### src/hdl/ats_pkg.sv
`timescale 1ns / 1ps

package ats_pkg;

  localparam int SLOTS_DEF     = 8;
  localparam int TIME_BITS_DEF = 40;

  localparam int TAG_W    = 16;
  localparam int STALE_W  = 16;
  localparam int PER_W    = 20;
  localparam int OP_W     = 2;
  localparam int CLR_W    = 4;
  localparam int OUT_W    = 24;

  localparam int CFG_IDX_W  = 2;
  localparam int CFG_DATA_W = 20;

  localparam logic [CFG_IDX_W-1:0] REG_STALE  = 2'd0;
  localparam logic [CFG_IDX_W-1:0] REG_PERIOD = 2'd1;

  localparam logic [STALE_W-1:0] STALE_RST  = 16'd3600;
  localparam logic [PER_W-1:0]   PERIOD_RST = 20'd86400;

  // command queue between front and back
  localparam int QDEPTH = 2;
  localparam int QPTR_W = 1;

  typedef enum logic [OP_W-1:0] {
    OP_ADD   = 2'd0,
    OP_CHECK = 2'd1,
    OP_POP   = 2'd2,
    OP_CLEAR = 2'd3
  } op_e;

endpackage

### src/hdl/alarm_table_due_scheduler_unit.sv
`timescale 1ns / 1ps

// channel   | direction | beat contents
// s_axis    | in        | tdata: op[1:0], time_value, repeat_daily, msg_tag, zero pad
// m_axis    | out       | tdata: ok, tag_out, cleared_count, zero pad
// cfg       | in        | index 0 stale_limit, index 1 repeat_period
//
// add and clear need no scan; check scans every slot for the earliest due one
// pop scans the same way, scans again for each stale one-shot dropped, and runs a
// bit-serial remainder when a daily alarm is advanced
// the slot scan reads the slot memory (one read a cycle); the engine takes one command at a time
// reset clears all slots at once (active marks are flops), config back to defaults
// a two-beat command queue keeps taking input while the engine or output stalls, until it is full

module alarm_table_due_scheduler_unit #(
  parameter int SLOTS     = ats_pkg::SLOTS_DEF,
  parameter int TIME_BITS = ats_pkg::TIME_BITS_DEF
) (
  input  logic                           clk_i,
  input  logic                           rst_ni,
  input  logic                           s_axis_tvalid,
  output logic                           s_axis_tready,
  // op, time_value, repeat_daily, msg_tag from bit 0 up
  input  logic [((TIME_BITS+26)/8)*8-1:0] s_axis_tdata,
  output logic                           m_axis_tvalid,
  input  logic                           m_axis_tready,
  // ok, tag_out, cleared_count from bit 0 up
  output logic [ats_pkg::OUT_W-1:0]      m_axis_tdata,
  input  logic                           cfg_valid_i,
  output logic                           cfg_ready_o,
  input  logic [ats_pkg::CFG_IDX_W-1:0]  cfg_index_i,
  input  logic [ats_pkg::CFG_DATA_W-1:0] cfg_data_i
);

  localparam int IN_W = ((TIME_BITS + 26) / 8) * 8;

  logic                        cmd_valid, cmd_ready;
  ats_pkg::op_e                cmd_op;
  logic [TIME_BITS-1:0]        cmd_time;
  logic                        cmd_daily;
  logic [ats_pkg::TAG_W-1:0]   cmd_tag;
  logic [ats_pkg::STALE_W-1:0] stale_q;
  logic [ats_pkg::PER_W-1:0]   period_q;
  logic                        out_ok;
  logic [ats_pkg::TAG_W-1:0]   out_tag;
  logic [ats_pkg::CLR_W-1:0]   out_cnt;

  // config writes are for the user to make only while idle; not enforced here, so always ready
  assign cfg_ready_o = 1'b1;

  always_ff @(posedge clk_i or negedge rst_ni) begin
    if (!rst_ni) begin
      stale_q  <= ats_pkg::STALE_RST;
      period_q <= ats_pkg::PERIOD_RST;
    end else if (cfg_valid_i) begin
      case (cfg_index_i)
        ats_pkg::REG_STALE:  stale_q  <= cfg_data_i[ats_pkg::STALE_W-1:0];
        ats_pkg::REG_PERIOD: period_q <= cfg_data_i;
        default: ;
      endcase
    end
  end

  ats_front #(
    .TIME_BITS (TIME_BITS),
    .IN_W      (IN_W)
  ) u_front (
    .clk_i       (clk_i),
    .rst_ni      (rst_ni),
    .in_valid_i  (s_axis_tvalid),
    .in_ready_o  (s_axis_tready),
    .in_data_i   (s_axis_tdata),
    .cmd_valid_o (cmd_valid),
    .cmd_ready_i (cmd_ready),
    .cmd_op_o    (cmd_op),
    .cmd_time_o  (cmd_time),
    .cmd_daily_o (cmd_daily),
    .cmd_tag_o   (cmd_tag)
  );

  ats_back #(
    .SLOTS     (SLOTS),
    .TIME_BITS (TIME_BITS)
  ) u_back (
    .clk_i           (clk_i),
    .rst_ni          (rst_ni),
    .cmd_valid_i     (cmd_valid),
    .cmd_ready_o     (cmd_ready),
    .cmd_op_i        (cmd_op),
    .cmd_time_i      (cmd_time),
    .cmd_daily_i     (cmd_daily),
    .cmd_tag_i       (cmd_tag),
    .stale_limit_i   (stale_q),
    .repeat_period_i (period_q),
    .out_valid_o     (m_axis_tvalid),
    .out_ready_i     (m_axis_tready),
    .out_ok_o        (out_ok),
    .out_tag_o       (out_tag),
    .out_cnt_o       (out_cnt)
  );

  assign m_axis_tdata = {3'b000, out_cnt, out_tag, out_ok};

endmodule

### src/hdl/ats_front.sv
`timescale 1ns / 1ps

module ats_front #(
  parameter int TIME_BITS = ats_pkg::TIME_BITS_DEF,
  parameter int IN_W      = 64
) (
  input  logic                      clk_i,
  input  logic                      rst_ni,
  input  logic                      in_valid_i,
  output logic                      in_ready_o,
  input  logic [IN_W-1:0]           in_data_i,
  output logic                      cmd_valid_o,
  input  logic                      cmd_ready_i,
  output ats_pkg::op_e              cmd_op_o,
  output logic [TIME_BITS-1:0]      cmd_time_o,
  output logic                      cmd_daily_o,
  output logic [ats_pkg::TAG_W-1:0] cmd_tag_o
);

  localparam int ENT_W = ats_pkg::OP_W + TIME_BITS + 1 + ats_pkg::TAG_W;

  logic [ENT_W-1:0]          ent_q [ats_pkg::QDEPTH];
  logic [ats_pkg::QPTR_W-1:0] wr_q, wr_d, rd_q, rd_d;
  logic [ats_pkg::QPTR_W:0]   cnt_q, cnt_d;
  logic                       push, pop;
  logic [ENT_W-1:0]           head;

  assign in_ready_o  = (cnt_q != (ats_pkg::QPTR_W+1)'(ats_pkg::QDEPTH));
  assign cmd_valid_o = (cnt_q != '0);
  assign push        = in_valid_i & in_ready_o;
  assign pop         = cmd_valid_o & cmd_ready_i;

  always_comb begin
    wr_d  = push ? wr_q + 1'b1 : wr_q;
    rd_d  = pop ? rd_q + 1'b1 : rd_q;
    cnt_d = cnt_q;
    if (push && !pop) begin
      cnt_d = cnt_q + 1'b1;
    end else if (pop && !push) begin
      cnt_d = cnt_q - 1'b1;
    end
  end

  always_ff @(posedge clk_i or negedge rst_ni) begin
    if (!rst_ni) begin
      wr_q  <= '0;
      rd_q  <= '0;
      cnt_q <= '0;
    end else begin
      wr_q  <= wr_d;
      rd_q  <= rd_d;
      cnt_q <= cnt_d;
    end
  end

  always_ff @(posedge clk_i) begin
    if (push) begin
      ent_q[wr_q] <= in_data_i[ENT_W-1:0];
    end
  end

  // classify the head beat into its fields
  assign head        = ent_q[rd_q];
  assign cmd_op_o    = ats_pkg::op_e'(head[ats_pkg::OP_W-1:0]);
  assign cmd_time_o  = head[ats_pkg::OP_W +: TIME_BITS];
  assign cmd_daily_o = head[ats_pkg::OP_W + TIME_BITS];
  assign cmd_tag_o   = head[ats_pkg::OP_W + TIME_BITS + 1 +: ats_pkg::TAG_W];

endmodule

### src/hdl/ats_back.sv
`timescale 1ns / 1ps

module ats_back #(
  parameter int SLOTS     = ats_pkg::SLOTS_DEF,
  parameter int TIME_BITS = ats_pkg::TIME_BITS_DEF
) (
  input  logic                        clk_i,
  input  logic                        rst_ni,
  input  logic                        cmd_valid_i,
  output logic                        cmd_ready_o,
  input  ats_pkg::op_e                cmd_op_i,
  input  logic [TIME_BITS-1:0]        cmd_time_i,
  input  logic                        cmd_daily_i,
  input  logic [ats_pkg::TAG_W-1:0]   cmd_tag_i,
  input  logic [ats_pkg::STALE_W-1:0] stale_limit_i,
  input  logic [ats_pkg::PER_W-1:0]   repeat_period_i,
  output logic                        out_valid_o,
  input  logic                        out_ready_i,
  output logic                        out_ok_o,
  output logic [ats_pkg::TAG_W-1:0]   out_tag_o,
  output logic [ats_pkg::CLR_W-1:0]   out_cnt_o
);

  localparam int IDX_W = (SLOTS > 1) ? $clog2(SLOTS) : 1;
  localparam int CNT_W = $clog2(SLOTS + 1);
  localparam int ENT_W = TIME_BITS + ats_pkg::TAG_W + 1;
  localparam int REM_W = ats_pkg::PER_W + 1;
  localparam int BIT_W = $clog2(TIME_BITS + 1);

  localparam logic [2:0] S_IDLE   = 3'd0;
  localparam logic [2:0] S_SCAN   = 3'd1;
  localparam logic [2:0] S_DECIDE = 3'd2;
  localparam logic [2:0] S_DIV    = 3'd3;
  localparam logic [2:0] S_UPD    = 3'd4;
  localparam logic [2:0] S_OUT    = 3'd5;

  logic [2:0]                  state_q, state_d;
  logic [SLOTS-1:0]            act_q, act_d;
  ats_pkg::op_e                op_q, op_d;
  logic [TIME_BITS-1:0]        now_q, now_d;
  logic [CNT_W-1:0]            scan_q, scan_d;
  logic                        pend_q, pend_d;
  logic [IDX_W-1:0]            pidx_q, pidx_d;
  logic                        found_q, found_d;
  logic [IDX_W-1:0]            best_q, best_d;
  logic [TIME_BITS-1:0]        bdue_q, bdue_d;
  logic [ats_pkg::TAG_W-1:0]   btag_q, btag_d;
  logic                        bdaily_q, bdaily_d;
  logic [TIME_BITS-1:0]        div_q, div_d;
  logic [REM_W-1:0]            rem_q, rem_d;
  logic [BIT_W-1:0]            bits_q, bits_d;
  logic                        rok_q, rok_d;
  logic [ats_pkg::TAG_W-1:0]   rtag_q, rtag_d;
  logic [ats_pkg::CLR_W-1:0]   rcnt_q, rcnt_d;
  logic                        ov_q, ov_d;
  logic                        ook_q;
  logic [ats_pkg::TAG_W-1:0]   otag_q;
  logic [ats_pkg::CLR_W-1:0]   ocnt_q;

  // slot store: due time, tag and daily mark; active marks live in flops
  logic [ENT_W-1:0]            mem [SLOTS];
  logic [ENT_W-1:0]            rd_q;
  logic [IDX_W-1:0]            rd_addr;
  logic                        mem_we;
  logic [IDX_W-1:0]            mem_wa;
  logic [ENT_W-1:0]            mem_wd;

  logic [ats_pkg::PER_W-1:0]   per;
  logic                        free_ok;
  logic [IDX_W-1:0]            free_idx;
  logic [CNT_W-1:0]            act_cnt;
  logic [7:0]                  cnt8;
  logic [ats_pkg::CLR_W-1:0]   clr_cnt;
  logic                        issue;
  logic [TIME_BITS-1:0]        e_due;
  logic [ats_pkg::TAG_W-1:0]   e_tag;
  logic                        e_daily;
  logic                        late;
  logic [REM_W-1:0]            rem_sh;
  logic [TIME_BITS-1:0]        base;
  logic [TIME_BITS:0]          sum;
  logic [TIME_BITS-1:0]        new_due;
  logic                        load_out;

  assign per = (repeat_period_i == '0) ? ats_pkg::PER_W'(1) : repeat_period_i;

  // lowest free slot and active count
  always_comb begin
    free_ok  = 1'b0;
    free_idx = '0;
    act_cnt  = '0;
    for (int i = SLOTS - 1; i >= 0; i--) begin
      if (!act_q[i]) begin
        free_ok  = 1'b1;
        free_idx = IDX_W'(i);
      end
      act_cnt = act_cnt + CNT_W'(act_q[i]);
    end
  end

  assign cnt8    = 8'(act_cnt);
  assign clr_cnt = (cnt8 > 8'd15) ? 4'hF : cnt8[ats_pkg::CLR_W-1:0];

  assign issue   = (scan_q < CNT_W'(SLOTS));
  assign rd_addr = issue ? scan_q[IDX_W-1:0] : '0;
  assign e_due   = rd_q[TIME_BITS-1:0];
  assign e_tag   = rd_q[TIME_BITS +: ats_pkg::TAG_W];
  assign e_daily = rd_q[ENT_W-1];

  assign late    = (now_q - bdue_q) > TIME_BITS'(stale_limit_i);
  assign rem_sh  = {rem_q[REM_W-2:0], div_q[TIME_BITS-1]};
  assign base    = now_q - TIME_BITS'(rem_q);
  assign sum     = {1'b0, base} + (TIME_BITS+1)'(per);
  assign new_due = sum[TIME_BITS] ? '1 : sum[TIME_BITS-1:0];

  assign cmd_ready_o = (state_q == S_IDLE);
  assign load_out    = (state_q == S_OUT) && (!ov_q || out_ready_i);

  always_comb begin
    state_d  = state_q;
    act_d    = act_q;
    op_d     = op_q;
    now_d    = now_q;
    scan_d   = scan_q;
    pend_d   = pend_q;
    pidx_d   = pidx_q;
    found_d  = found_q;
    best_d   = best_q;
    bdue_d   = bdue_q;
    btag_d   = btag_q;
    bdaily_d = bdaily_q;
    div_d    = div_q;
    rem_d    = rem_q;
    bits_d   = bits_q;
    rok_d    = rok_q;
    rtag_d   = rtag_q;
    rcnt_d   = rcnt_q;
    mem_we   = 1'b0;
    mem_wa   = best_q;
    mem_wd   = {bdaily_q, btag_q, new_due};
    case (state_q)
      S_IDLE: begin
        if (cmd_valid_i) begin
          op_d   = cmd_op_i;
          now_d  = cmd_time_i;
          rok_d  = 1'b0;
          rtag_d = '0;
          rcnt_d = '0;
          case (cmd_op_i)
            ats_pkg::OP_ADD: begin
              if (free_ok) begin
                mem_we          = 1'b1;
                mem_wa          = free_idx;
                mem_wd          = {cmd_daily_i, cmd_tag_i, cmd_time_i};
                act_d[free_idx] = 1'b1;
                rok_d           = 1'b1;
              end
              state_d = S_OUT;
            end
            ats_pkg::OP_CLEAR: begin
              act_d   = '0;
              rcnt_d  = clr_cnt;
              state_d = S_OUT;
            end
            default: begin
              scan_d  = '0;
              pend_d  = 1'b0;
              found_d = 1'b0;
              state_d = S_SCAN;
            end
          endcase
        end
      end
      S_SCAN: begin
        pend_d = issue;
        pidx_d = rd_addr;
        if (issue) begin
          scan_d = scan_q + 1'b1;
        end
        if (pend_q && act_q[pidx_q] && (e_due <= now_q) && (!found_q || e_due < bdue_q)) begin
          found_d  = 1'b1;
          best_d   = pidx_q;
          bdue_d   = e_due;
          btag_d   = e_tag;
          bdaily_d = e_daily;
        end
        if (!issue && !pend_q) begin
          state_d = S_DECIDE;
        end
      end
      S_DECIDE: begin
        if (op_q == ats_pkg::OP_CHECK || !found_q) begin
          rok_d   = found_q;
          state_d = S_OUT;
        end else if (!bdaily_q && late) begin
          // stale one-shot: drop silently and search again
          act_d[best_q] = 1'b0;
          scan_d        = '0;
          pend_d        = 1'b0;
          found_d       = 1'b0;
          state_d       = S_SCAN;
        end else if (bdaily_q) begin
          div_d   = now_q - bdue_q;
          rem_d   = '0;
          bits_d  = BIT_W'(TIME_BITS);
          state_d = S_DIV;
        end else begin
          act_d[best_q] = 1'b0;
          rok_d         = 1'b1;
          rtag_d        = btag_q;
          state_d       = S_OUT;
        end
      end
      S_DIV: begin
        rem_d  = (rem_sh >= REM_W'(per)) ? rem_sh - REM_W'(per) : rem_sh;
        div_d  = div_q << 1;
        bits_d = bits_q - 1'b1;
        if (bits_q == BIT_W'(1)) begin
          state_d = S_UPD;
        end
      end
      S_UPD: begin
        mem_we  = 1'b1;
        rok_d   = 1'b1;
        rtag_d  = btag_q;
        state_d = S_OUT;
      end
      S_OUT: begin
        if (load_out) begin
          state_d = S_IDLE;
        end
      end
      default: begin
        state_d = S_IDLE;
      end
    endcase
  end

  always_comb begin
    ov_d = ov_q;
    if (load_out) begin
      ov_d = 1'b1;
    end else if (out_ready_i) begin
      ov_d = 1'b0;
    end
  end

  always_ff @(posedge clk_i or negedge rst_ni) begin
    if (!rst_ni) begin
      state_q <= S_IDLE;
      act_q   <= '0;
      scan_q  <= '0;
      pend_q  <= 1'b0;
      found_q <= 1'b0;
      bits_q  <= '0;
      ov_q    <= 1'b0;
    end else begin
      state_q <= state_d;
      act_q   <= act_d;
      scan_q  <= scan_d;
      pend_q  <= pend_d;
      found_q <= found_d;
      bits_q  <= bits_d;
      ov_q    <= ov_d;
    end
  end

  always_ff @(posedge clk_i) begin
    op_q     <= op_d;
    now_q    <= now_d;
    pidx_q   <= pidx_d;
    best_q   <= best_d;
    bdue_q   <= bdue_d;
    btag_q   <= btag_d;
    bdaily_q <= bdaily_d;
    div_q    <= div_d;
    rem_q    <= rem_d;
    rok_q    <= rok_d;
    rtag_q   <= rtag_d;
    rcnt_q   <= rcnt_d;
    if (load_out) begin
      ook_q  <= rok_q;
      otag_q <= rtag_q;
      ocnt_q <= rcnt_q;
    end
  end

  always_ff @(posedge clk_i) begin
    if (mem_we) begin
      mem[mem_wa] <= mem_wd;
    end
    rd_q <= mem[rd_addr];
  end

  assign out_valid_o = ov_q;
  assign out_ok_o    = ook_q;
  assign out_tag_o   = otag_q;
  assign out_cnt_o   = ocnt_q;

  a_best_due : assert property (@(posedge clk_i) disable iff (!rst_ni)
    (state_q == S_DECIDE && found_q) |-> (bdue_q <= now_q))
    else $error("chosen slot is not due");

  a_best_act : assert property (@(posedge clk_i) disable iff (!rst_ni)
    (state_q == S_DECIDE && found_q) |-> act_q[best_q])
    else $error("chosen slot is not active");

  a_rem_rng : assert property (@(posedge clk_i) disable iff (!rst_ni)
    (state_q == S_DIV || state_q == S_UPD) |-> (rem_q < REM_W'(per)))
    else $error("period remainder out of range");

  a_add_set : assert property (@(posedge clk_i) disable iff (!rst_ni)
    (state_q == S_IDLE && cmd_valid_i && cmd_op_i == ats_pkg::OP_ADD && free_ok)
    |=> act_q[$past(free_idx)])
    else $error("added slot not marked active");

endmodule

### config.mk
export PLATFORM = sky130hd
export DESIGN_NAME = alarm_table_due_scheduler_unit
export DESIGN_NICKNAME = d
export VERILOG_FILES = /design/src/hdl/ats_pkg.sv /design/src/hdl/alarm_table_due_scheduler_unit.sv /design/src/hdl/ats_front.sv /design/src/hdl/ats_back.sv
export SDC_FILE = /design/constraint.sdc
export NUM_CORES = 1
export LEC_CHECK = 0
export BUFFER_PORTS_ARGS = -buffer_cell sky130_fd_sc_hd__buf_4
export CAP_MARGIN = 10
export CORE_MARGIN = 10
export CORE_UTILIZATION = 25
export DETAILED_ROUTE_END_ITERATION = 16
export PLACE_DENSITY_LB_ADDON = 0.08
export SLEW_MARGIN = 5
export SYNTH_ARGS = -nofsm -noshare
export SYNTH_HDL_FRONTEND = slang
export SYNTH_SLANG_ARGS = --single-unit
### constraint.sdc
create_clock -name clk_i -period 13.55 [get_ports clk_i]
set_input_delay 2.71 -clock clk_i [delete_from_list [all_inputs] [get_ports clk_i]]
set_output_delay 2.71 -clock clk_i [all_outputs]
set_load 0.005 [all_outputs]
### Yosys cells after proc, flatten, opt, wreduce, memory -nomap -nowiden

Memories as Yosys holds them, arrays and structs flattened. A register that Yosys moved wholly into a read port is not among the register bits.
Index checks and enable logic that the tools add are counted.

| operators by class | value |
|---|---|
| add/subtract/negate cells | 17 |
| magnitude comparators | 11 |
| eq/ne operators | 27 |
| mux-type cells | 98 |
| bitwise logic cells | 5 |
| reduce and logical (&&, ||, !) cells | 44 |

Operators with widths:

| operator | number |
|---|---|
| 57-bit 2-to-1 mux | 4 |
| 40-bit 2-to-1 mux | 4 |
| 21-bit 2-to-1 mux | 4 |
| 40-bit case mux with 2 select lines | 1 |
| 16-bit 2-to-1 mux | 4 |
| 3-bit 2-to-1 mux | 21 |
| 16-bit case mux with 3 select lines | 1 |
| 21-bit case mux with 2 select lines | 1 |
| 40-bit by 20-bit adder with 41-bit output | 1 |
| 40-bit by 16-bit greater-than comparator with 1-bit output | 1 |
| 40-bit <= comparator | 1 |
| 40-bit less-than comparator | 1 |
| 8-bit 2-to-1 mux | 5 |
| 40-bit by 21-bit subtractor with 40-bit output | 1 |
| 40-bit subtractor | 1 |
| 8-bit case mux with 2 select lines | 2 |
| 1-bit 2-to-1 mux | 29 |
| 4-bit by 1-bit adder with 4-bit output | 6 |
| 4-bit 2-to-1 mux | 6 |
| 21-bit by 20-bit >= comparator with 1-bit output | 1 |
| 21-bit by 20-bit subtractor with 21-bit output | 1 |
| 20-bit logical NOT | 1 |
| 20-bit 2-to-1 mux | 1 |
| 6-bit 2-to-1 mux | 3 |
| other kinds (45) | 101 |

| storage, ports and cells | value |
|---|---|
| bits in registers | 272 |
| bits in writable memories | 574 |
| bits of input ports | 91 |
| word-level logic and storage cells | 231 |
| memories | 2 |

Memories:

| name | depth | width | rd ports | clocked after memory_dff | wr ports | RTL line | text |
|---|---|---|---|---|---|---|---|
| u_back.mem | 8 | 57 | 1 | 1 | 1 | ats_back.sv:61 | `logic [ENT_W-1:0] mem [SLOTS];` |
| u_front.ent_q | 2 | 59 | 1 | 0 | 1 | ats_front.sv:22 | `logic [ENT_W-1:0] ent_q [ats_pkg::QDEPTH];` |

### Depth between registers and ports, before layout

Gate-level depths: netlist of run 1.

| logic depth | value |
|---|---|
| depth in word-level cells | 17 |
| gate-level depth with buffers | 25 |
| mapped depth without buffers | 24 |

### Hierarchy

A second synthesis of run 1 with hierarchy kept.

| unflattened totals | value |
|---|---|
| cells, all modules | 3252 |
| area, all modules | 43147.6 um^2 |

By module, submodules not included:

| module | instances | cells each | area each (um^2) | sequential area each (um^2) |
|---|---|---|---|---|
| ats_back | 1 | 2966 | 36979.2 | 21680.8 |
| ats_front | 1 | 202 | 4754.6 | 3643.5 |
| alarm_table_due_scheduler_unit | 1 | 84 | 1413.9 | 912.1 |

### Worst setup path after synthesis of run 1

No wires, ideal clock.

| timing | value |
|---|---|
| path kind | input -> register |
| start | input port s_axis_tvalid |
| end | memory u_front.ent_q[0][0] (netlist bit), enable pin |
| setup time | 0.476 ns |
| data arrival time | 5.269 ns |
| required time | 13.074 ns |
| setup slack | 7.805 ns |
| cell stages on the path | 2 |
| buffers on the path | 0 |
| path through | nand2_1 > nor2_1 |

| on the way | value |
|---|---|
| word-level cells in the longest chain between the ends | 3 |

Ends and longest elaborated chain:

| element | RTL line | text |
|---|---|---|
| from (decl) | alarm_table_due_scheduler_unit.sv:21 | `input logic s_axis_tvalid,` |
| 1-bit bitwise AND | ats_front.sv:30 | `assign push = in_valid_i & in_ready_o;` |
| 1-bit 2-to-1 mux | ats_front.sv:57 | `if (push) begin` |
| 1-bit 2-to-1 mux (implied by the code) | ats_front.sv:58 | `ent_q[wr_q] <= in_data_i[ENT_W-1:0];` |
| to (decl) | ats_front.sv:22 |  |

Every way passes these cells.

### Final worst setup path of run 1

| timing | value |
|---|---|
| start | register u_back.now_q[1] |
| end | memory u_back.mem[4][1] (netlist bit), data pin |

| on the way | value |
|---|---|
| word-level cells in the longest chain between the ends | 7 |

Ends and longest elaborated chain:

| element | RTL line | text |
|---|---|---|
| from (decl) | ats_back.sv:40 | `logic [TIME_BITS-1:0] now_q, now_d;` |
| from (signal assigned) | ats_back.sv:270 | `now_q <= now_d;` |
| 40-bit by 21-bit subtractor with 40-bit output * | ats_back.sv:112 | `assign base = now_q - TIME_BITS'(rem_q);` |
| 40-bit by 20-bit adder with 41-bit output * | ats_back.sv:113 | `assign sum = {1'b0, base} + (TIME_BITS+1)'(per);` |
| 40-bit 2-to-1 mux * | ats_back.sv:114 | `assign new_due = sum[TIME_BITS] ? '1 : sum[TIME_BITS-1:0];` |
| 57-bit 2-to-1 mux | ats_back.sv:151 | `if (free_ok) begin` |
| 57-bit 2-to-1 mux | ats_back.sv:149 | `case (cmd_op_i)` |
| 57-bit 2-to-1 mux | ats_back.sv:143 | `if (cmd_valid_i) begin` |
| 57-bit 2-to-1 mux * | ats_back.sv:141 | `case (state_q)` |
| named net u_back.mem_wd[1] | ats_back.sv:66 | `logic [ENT_W-1:0] mem_wd;` |
| to (decl) | ats_back.sv:61 |  |

The timed path passes the listed nets; every way through them passes the cells marked *.

==> flow_summary.toml, run 1 <==
[yosys]
synthArstFlopShare_pct = 7.09
yosysUniqueCellTypes = 92
yosys.area_share.xor_xnor_pct = 2.11
synth_compound_area_share_pct = 10.7
yosysMostFrequentCell = "edfxtp_1"
synth_edf_count = 782
synth_area_leaders = "edfxtp_1 (55%), ha_1 (6.0%), dfrtp_1 (3.2%)"
yosys_most_used_dff = "edfxtp_1"
synthSimpleGateAreaFrac_pct = 9.31
synthTopCellsByCount = "edfxtp_1 (782), nand2_1 (260), nor2_1 (230), ha_1 (205), inv_1 (188)"
syn_area_um2 = 42800
yosys_warnings = 0
synthMuxAreaShare_pct = 7.17
synth_area_leader_cell = "edfxtp_1"
ys_ff_latch = 903
yosysSeqAreaShare_pct = 61.3
synthAdderAreaFrac_pct = 6.37
synth_top_area_share_pct = 54.9
syn_inst = 3301
syn_area_per_cell_um2 = 13.0
synth_top_family_by_area = "compound AO/OA/AOI/OAI gates"

[critical_path]
critPathSlowestCell = "o21ai_0"
crit_path_end_kind = "register"
crit_fanout = 31
crit_required_ns = 13.95
critPathArrivalTime_ns = 6.93
crit_type = "reg2reg"
cp_top_family = "compound AO/OA/AOI/OAI gates"
critPathMaxStageDelay_ns = 0.70
crit_buf_inv = 2
path_common_cell = "o21ai_0"
critPathLaunchType = "register"

[hold_path]
hold_path.class = "reg2reg"

[die]
die_x_um = 434
dieArea_um2 = 188000
rows = 151
start_util_pct = 25.2
pin_count = 118
core_area_um2 = 170000
die_y_um = 434

[placed_design]
dp_hpwl_um = 89900
gp_congestion = 0.779
port_buffers = 108
placed_cell_area_um2 = 46300
pre_cts_slack_ns = 6.75

[clocking]
clk_latency_ns = 0.78
clk_pin_slew_ns = 0.06
cts-root-buf = "clkbuf_16"
cts_max_level = 3
hold_buffers = 0
cts.sinks = 903
cts_resized = 0
cts_tree = "done"
postCtsSetupRepairBufs = 0
cts_made_buffers = 108
cts.path.max_buffers = 3

[grt]
grt.total_usage_pct = 14.0
grt_pass1_wl_um = 194000
grt_pass1_vias = 27463
grt_start_max_net_pins = 67
overflow = 0
antenna_found_initial = 4

[cells_and_area]
layout-drive-gt1-share_pct = 15.0
final_area_um2 = 50000
final_nets = 3728
area_delta_synth_final_pct = 17.0

[pwr]
ir_drop_uv = 99.8
power.leakage_nw = 18.4
finalPower_mw = 8.86
power.density_nw_per_um2 = 177

[sta]
setup_viol = 0
slew_headroom_pct = 26.9
final.period_utilization_pct = 48.1
grt_setup_unrepaired = "no"
period_needed_ns = 6.52
maxSlewViolCount = 0
setup_ws_ns = 7.03
worst_slew_pin_slew_ns = 1.10
hold_viol = 0
fin_setup_tns_ns = 0
max_freq_mhz = 153
worst_clock_skew_ns = 0.0840

[flow_run]
cap_violations = 0

[routing]
post_drt_wl_per_cell_um = 23.2
dr_total_vias = 26460
ant_nets = 0
first_pass_iters = 5
drc = 0
totalWireLength_um = 133000
first_iter_violations = 1598
avgViaCountPerCell = 4.61

[outcome]
run_status = "finished clean"
stage by stage:
step	hold slack [ns]	utilization (%)	std cells
detailed placement	0.389	27.3	5531
finish	0.360	29.5	5739
global route	0.365	29.5	5737
floorplan	0.386	-	3303
CTS	0.351	29.5	5735
global placement	0.386	27.3	5531
registers in the layout (all words and copies together) (netlist names), 20 cells and up:
| signal | count |
|---|---|
| u_back.rd_q | 57 |
| period_q | 20 |
| u_front.ent_q | 118 |
| u_back.rem_q | 21 |
| u_back.mem | 456 |
| u_back.bdue_q | 40 |
| u_back.div_q | 40 |
| u_back.now_q | 40 |
power by group:
group | switching, mW | leakage, nW | internal [mW]
combinational | 1.44 | 7.86 | 0.732
clock | 1.24 | 1.83 | 1.78
sequential | 0.0868 | 8.70 | 3.59
total | 2.77 | 18.4 | 6.09
layer usage:
metal  share of wire [%]  track usage (%)
met1                  47             19.2
met4                 1.8             2.98
met3                 3.5             2.15
met2                  47             23.3
met5                   0                0
path summary, 6_finish.rpt:
check                                 from           endpoint  slack [ns]  cells after the start
max reg2reg                u_back.now_q[1]   u_back.mem[4][1]        7.03                     25
min                        u_back.rd_q[52]  u_back.btag_q[12]        0.36                      0
max in group asynchronous           rst_ni       u_front.rd_q       10.55                      2
min in group asynchronous           rst_ni       period_q[18]        1.86                      1
max                        u_back.now_q[1]   u_back.mem[4][1]        7.03                     25
min reg2reg                u_back.rd_q[52]  u_back.btag_q[12]        0.36                      0
layout by cell type, fill, tap and decap left out, types with 26 or more instances in the layout:
cell	synthesis	final
a211oi_1	27	26
a21o_1	79	79
a21oi_1	140	140
a221oi_1	64	64
a31oi_1	40	40
and2_1	34	33
buf_4	5	153
clkbuf_16	0	108
dfrtp_1	55	52
dfxtp_1	57	57
edfxtp_1	782	782
ha_1	205	205
inv_1	188	187
mux2_2	71	71
mux2i_1	94	94
mux4_2	59	59
nand2_1	260	256
nand2b_1	34	34
nand3_1	55	55
nand4_1	44	44
nor2_1	230	219
nor2b_1	41	38
nor3_1	39	39
o21ai_0	180	180
xnor2_1	65	65
xor2_1	38	38
final cells by class:
cell class,count,area (µm²)
diodes,3,7.51
clock buffers,146,3050
clock inverters,58,689
fillers,17240,120000
inverters,188,706
multi-input cells,2070,15400
flip-flops and latches,903,26200
well taps,2218,2780
repair buffers,153,1150
kinds of logic after synthesis:
family	count (synthesis)
AOI/OAI and AO/OA	691
xor gates and xnor gates	103
adders and majority gates	213
buffers and inverters	330
DFF	903
muxes	224
other	2
and+or+nand+nor	835
Power figures use the tool's default switching activity.
==> run 2, diff against run 1 <==
- clock period: 13.55 -> 5.25 ns (I/O delays scaled with it)
==> flow_summary.toml, run 2 (synthesis gave the netlist of run 1 again) <==
[routing]
first_pass_iters = 5
ant_nets = 0
avgViaCountPerCell = 4.60
totalWireLength_um = 137000
drc = 0
first_iter_violations = 1603
post_drt_wl_per_cell_um = 22.7
dr_total_vias = 27662

[pwr]
pwr-share-seq_pct = 37.6
pwr-share-clk_pct = 31.4
p_sw_share_pct = 30.7
power.leakage_nw = 20.0
combPwrFrac_pct = 31.0
power.density_nw_per_um2 = 466
p_int_mw = 17.3
ir_drop_uv = 366
p_sw_mw = 7.66

[hold_path]
hold_path.class = "in2async"

[cells_and_area]
regMostFlops = "u_back.mem"
final_nets = 3999
fillers = 17038
final_cells = 6016
final_cell_mix = "edfxtp_1 (782), buf_4 (357), nand2_1 (253)"
largestRegisters = "u_back.mem x456, u_front.ent_q x118, u_back.rd_q x57"
utilization_pct = 31.6
largest_reg_flops = 456
layout-drive-gt1-share_pct = 23.9
final_common_cell = "edfxtp_1"
area_delta_synth_final_pct = 25.4

[critical_path]
crit_type = "reg2reg"
critPathSlowestCell = "nand4_1"
path_common_cell = "buf_4"
critPathLaunchType = "register"
crit_chain = "ha_1, buf_4, o211ai_1, a211o_1, a21oi_2, nor2_1, o21a_1, xnor2_2, ha_1, nand4_1, buf_4, a2111o_1, o211ai_1, o41ai_4, o2111ai_2, nor4_2, buf_4, nand4_1, buf_4, or4_4, a211oi_4, buf_6, buf_12"
crit_required_ns = 5.68
critPathMaxStageDelay_ns = 0.48
crit_fanout = 8
critPathArrivalTime_ns = 6.15
crit_path_end_kind = "register"

[grt]
grt_pass1_wl_um = 199000
grt_start_max_net_pins = 71
overflow = 0
grt.total_usage_pct = 14.2
antenna_found_initial = 6
grt_pass1_vias = 28837

[clocking]
cts-root-buf = "clkbuf_16"
cts_max_level = 3
clk_pin_slew_ns = 0.06
clk_latency_ns = 0.76
cts.path.max_buffers = 3
hold_buffers = 0
cts_tree = "done"
cts.sinks = 903
cts_made_buffers = 109

[sta]
setup_viol = 27
maxSlewViolCount = 0
final.period_utilization_pct = 109
period_needed_ns = 5.72
fin_setup_tns_ns = -7.57
hold_viol = 0
grt_setup_unrepaired = "yes"
slew_headroom_pct = 28.3
setup_ws_ns = -0.474
max_freq_mhz = 175
worst_slew_pin_slew_ns = 1.07
worst_clock_skew_ns = 0.0693

[die]
start_util_pct = 25.2
dieArea_um2 = 188000
die_x_um = 434
die_y_um = 434
pin_count = 118
rows = 151
core_area_um2 = 170000

[flow_run]
cap_violations = 0

[placed_design]
port_buffers = 108
gp_congestion = 0.811
dpl.cell_count = 5765
dp_hpwl_um = 93900

[outcome]
violations = "negative setup slack"
run_status = "finished, violations left"
run 2: cell types whose count changed in the layout (fill, tap and decap cells not counted), moves of 12 or more:
cell     previous run  this run
a21oi_1           140       123
a21oi_2             1        13
a31oi_1            40        11
a31oi_4             0        29
buf_12              0        20
buf_4             153       357
buf_6               0        44
run 2: timing repair:
| item | CTS | global route |
|---|---|---|
| pin swaps | 38 | 68 |
| resized for setup | 128 | 105 |
| buffers inserted | 18 | 23 |
| cloned | 2 | 1 |
| endpoints found under the setup margin | 344 | 344 |
run 2: cell type report:
| cell class | instances | area (µm²) | share of cell area [%] |
|---|---|---|---|
| antenna | 6 | 15.0 | 0.0280 |
| clock buffer | 149 | 3020 | 5.63 |
| clock inverter | 59 | 734 | 1.37 |
| inverter | 188 | 706 | 1.32 |
| multi-input combinational | 2070 | 16500 | 30.8 |
| sequential | 903 | 26200 | 48.9 |
| tap | 2218 | 2780 | 5.17 |
| timing repair buffer | 423 | 3630 | 6.77 |
run 2: path summary, 6_finish.rpt:
kind                                 start                 end  slack [ns]  depth (start not counted)
min reg2reg                u_back.rd_q[43]    u_back.btag_q[3]        0.40                          0
max reg2reg                u_back.now_q[5]   u_back.rtag_q[11]       -0.47                         23
min                                 rst_ni  u_back.out_valid_o        0.37                          1
max in group asynchronous           rst_ni        u_front.rd_q        3.99                          2
max                        u_back.now_q[5]   u_back.rtag_q[11]       -0.47                         23
min in group clk_i         u_back.rd_q[43]    u_back.btag_q[3]        0.40                          0
run 2: routing by layer:
| layer | up-vias | GRT usage, % | share of wire [%] |
|---|---|---|---|
| li1 | 13249 | - | - |
| met1 | 13881 | 19.7 | 48 |
| met2 | 376 | 23.6 | 47 |
| met3 | 156 | 1.97 | 3.0 |
| met4 | 0 | 3.26 | 2.1 |
| met5 | - | 0 | 0 |
run 2: power groups by stage:
stage                     combinational [mW]  sequential (mW)  clock, mW
after global routing                    8.51             9.45       8.40
after CTS                               7.43             9.41       8.14
after floorplan                         3.69             9.51          0
after detailed placement                6.50             9.56          0
final                                   7.75             9.41       7.84
after global placement                  6.58             9.55          0
run 2: metrics by stage:
step                setup WS, ns  area (µm²)  power [mW]  hold WS [ns]
global route              -0.618       53600        26.4         0.364
global placement           -1.17       48300        16.1         0.388
detailed placement         -1.16       48300        16.1         0.389
floorplan                 -0.349       42800        13.2         0.386
CTS                       -0.527       52900        25.0         0.321
finish                    -0.474       53600        25.0         0.371
run 2: critical path, delay by kind of cell, from the launching register on:
family / cells / cell delay (ns)
fa+ha+maj: 2 / 0.65
simple gates: 5 / 1.36
compound gates: 9 / 1.59
xor+xnor: 1 / 0.26
flops: 1 / 0.42
buf+inv: 6 / 1.10
==> run 3, diff against run 2 <==
==> constraint.sdc (replaced) <==
create_clock -name clk_i -period 5.25 [get_ports clk_i]
set_input_delay 0.525 -clock clk_i [delete_from_list [all_inputs] [get_ports clk_i]]
set_output_delay 0.525 -clock clk_i [all_outputs]
set_load 0.005 [all_outputs]
==> flow_summary.toml, run 3 (synthesis gave the netlist of run 1 again) <==
[critical_path]
critPathArrivalTime_ns = 5.70
crit_fanout = 8
critPathSlowestCell = "edfxtp_1"
cp_top_family = "compound AO/OA/AOI/OAI gates"
crit_type = "reg2reg"
crit_buf_inv = 5
crit_path_end_kind = "register"
critPathLaunchType = "register"
critPathMaxStageDelay_ns = 0.39
crit_required_ns = 5.86

[routing]
ant_nets = 0
dr_wl_met2_um = 64000
dr_total_vias = 27850
highest_layer = "met4"
post_drt_wl_per_cell_um = 22.9
first_pass_iters = 5
wl_met3_um = 4180
wl_met1_um = 66600
totalWireLength_um = 139000
drc = 0
avgViaCountPerCell = 4.60
first_iter_violations = 1716

[sta]
maxSlewViolCount = 0
period_needed_ns = 5.09
hold_viol = 0
setup_viol = 0
max_freq_mhz = 196
worst_slew_pin_slew_ns = 1.09
setup_ws_ns = 0.158
worst_clock_skew_ns = 0.0749
final.period_utilization_pct = 97.0
slew_headroom_pct = 26.9
grt_setup_unrepaired = "yes"

[pwr]
power.density_nw_per_um2 = 452
power.leakage_nw = 20.1
ir_drop_uv = 325
finalPower_mw = 24.3

[clocking]
cts_tree = "done"
clk_pin_slew_ns = 0.06
cts.sinks = 903
cts.path.max_buffers = 3
cts_max_level = 3
clk_latency_ns = 0.77
cts-root-buf = "clkbuf_16"
cts_made_buffers = 109

[grt]
overflow = 0
antenna_found_initial = 8
grt.total_usage_pct = 14.3
grt_pass1_wl_um = 201000
grt_pass1_vias = 28854
grt_start_max_net_pins = 86

[die]
die_y_um = 434
core_area_um2 = 170000
start_util_pct = 25.2
pin_count = 118
die_x_um = 434
dieArea_um2 = 188000
rows = 151

[placed_design]
port_buffers = 108
gp_congestion = 0.806
dp_hpwl_um = 95800
pre_cts_slack_ns = -0.658

[cells_and_area]
final_cell_mix = "edfxtp_1 (782), buf_4 (347), nand2_1 (255)"
regArea_um2 = 26200
largestRegisters = "u_back.mem x456, u_front.ent_q x118, u_back.rd_q x57"
final_nets = 4040
multi_input_area_um2 = 16200
final_common_cell = "edfxtp_1"
regMostFlops = "u_back.mem"
fillers = 17021
layout-drive-gt1-share_pct = 22.4
area_delta_synth_final_pct = 25.6
largest_reg_flops = 456

[flow_run]
cap_violations = 0

[hold_path]
hold_path.class = "in2reg"

[outcome]
run_status = "finished clean"
run 3: cell type report:
| class | count | share of cell area (%) |
|---|---|---|
| inverter | 188 | 1.31 |
| clock buffer | 163 | 5.77 |
| antenna | 5 | 0.0233 |
| tap | 2218 | 5.16 |
| timing repair buffer | 464 | 7.60 |
| multi-input combinational | 2070 | 30.2 |
| clock inverter | 45 | 1.12 |
| sequential | 903 | 48.8 |
run 3: worst register-to-register path, delay by kind of cell (launching register included):
family | cells | cell delay [ns]
xor+xnor | 1 | 0.09
simple gates | 6 | 0.83
fa+ha+maj | 2 | 0.56
compound gates | 13 | 2.17
buf+inv | 5 | 0.94
flops | 1 | 0.39
run 3: repair_timing:
action,CTS,global route
resized for setup,48,109
hold buffers,73,0
gates cloned,1,3
setup buffers,5,21
pin swaps,19,51
setup endpoints to repair,341,336
endpoints found under the hold margin,157,0
run 3: power breakdown:
group / internal, mW / switching, mW
registers: 9.23 / 0.182
logic: 3.07 / 4.08
clock network: 4.52 / 3.21
run 3: path summary, 6_finish.rpt:
path	startpoint	endpoint	slack [ns]	cells after the start
min in group asynchronous	rst_ni	stale_q[2]	0.28	2
min reg2reg	u_back.rd_q[51]	u_back.btag_q[11]	0.38	0
min	cfg_data_i[6]	stale_q[6]	0.07	3
max in group asynchronous	rst_ni	u_front.rd_q	3.88	3
max reg2reg	u_back.now_q[1]	u_back.mem[5][25]	0.16	27
max	u_back.now_q[1]	u_back.mem[5][25]	0.16	27
run 3: metal layers:
metal,up-vias,track usage [%]
li1,13320,-
met5,-,0
met4,0,3.89
met1,13971,20.0
met2,384,23.1
met3,175,2.12
run 3: stage by stage:
stage               hold WS (ns)  cells  util (%)  setup TNS (ns)  cell area (µm²)
floorplan                  0.229   3303         -         -110.79            42800
global placement           0.386   5742      28.4          -71.14            48200
detailed placement         0.389   5742      28.4          -69.98            48200
CTS                     0.000545   6029      31.2           -1.98            52900
global route              0.0290   6053      31.6           -7.57            53700
finish                    0.0663   6056      31.6               0            53700
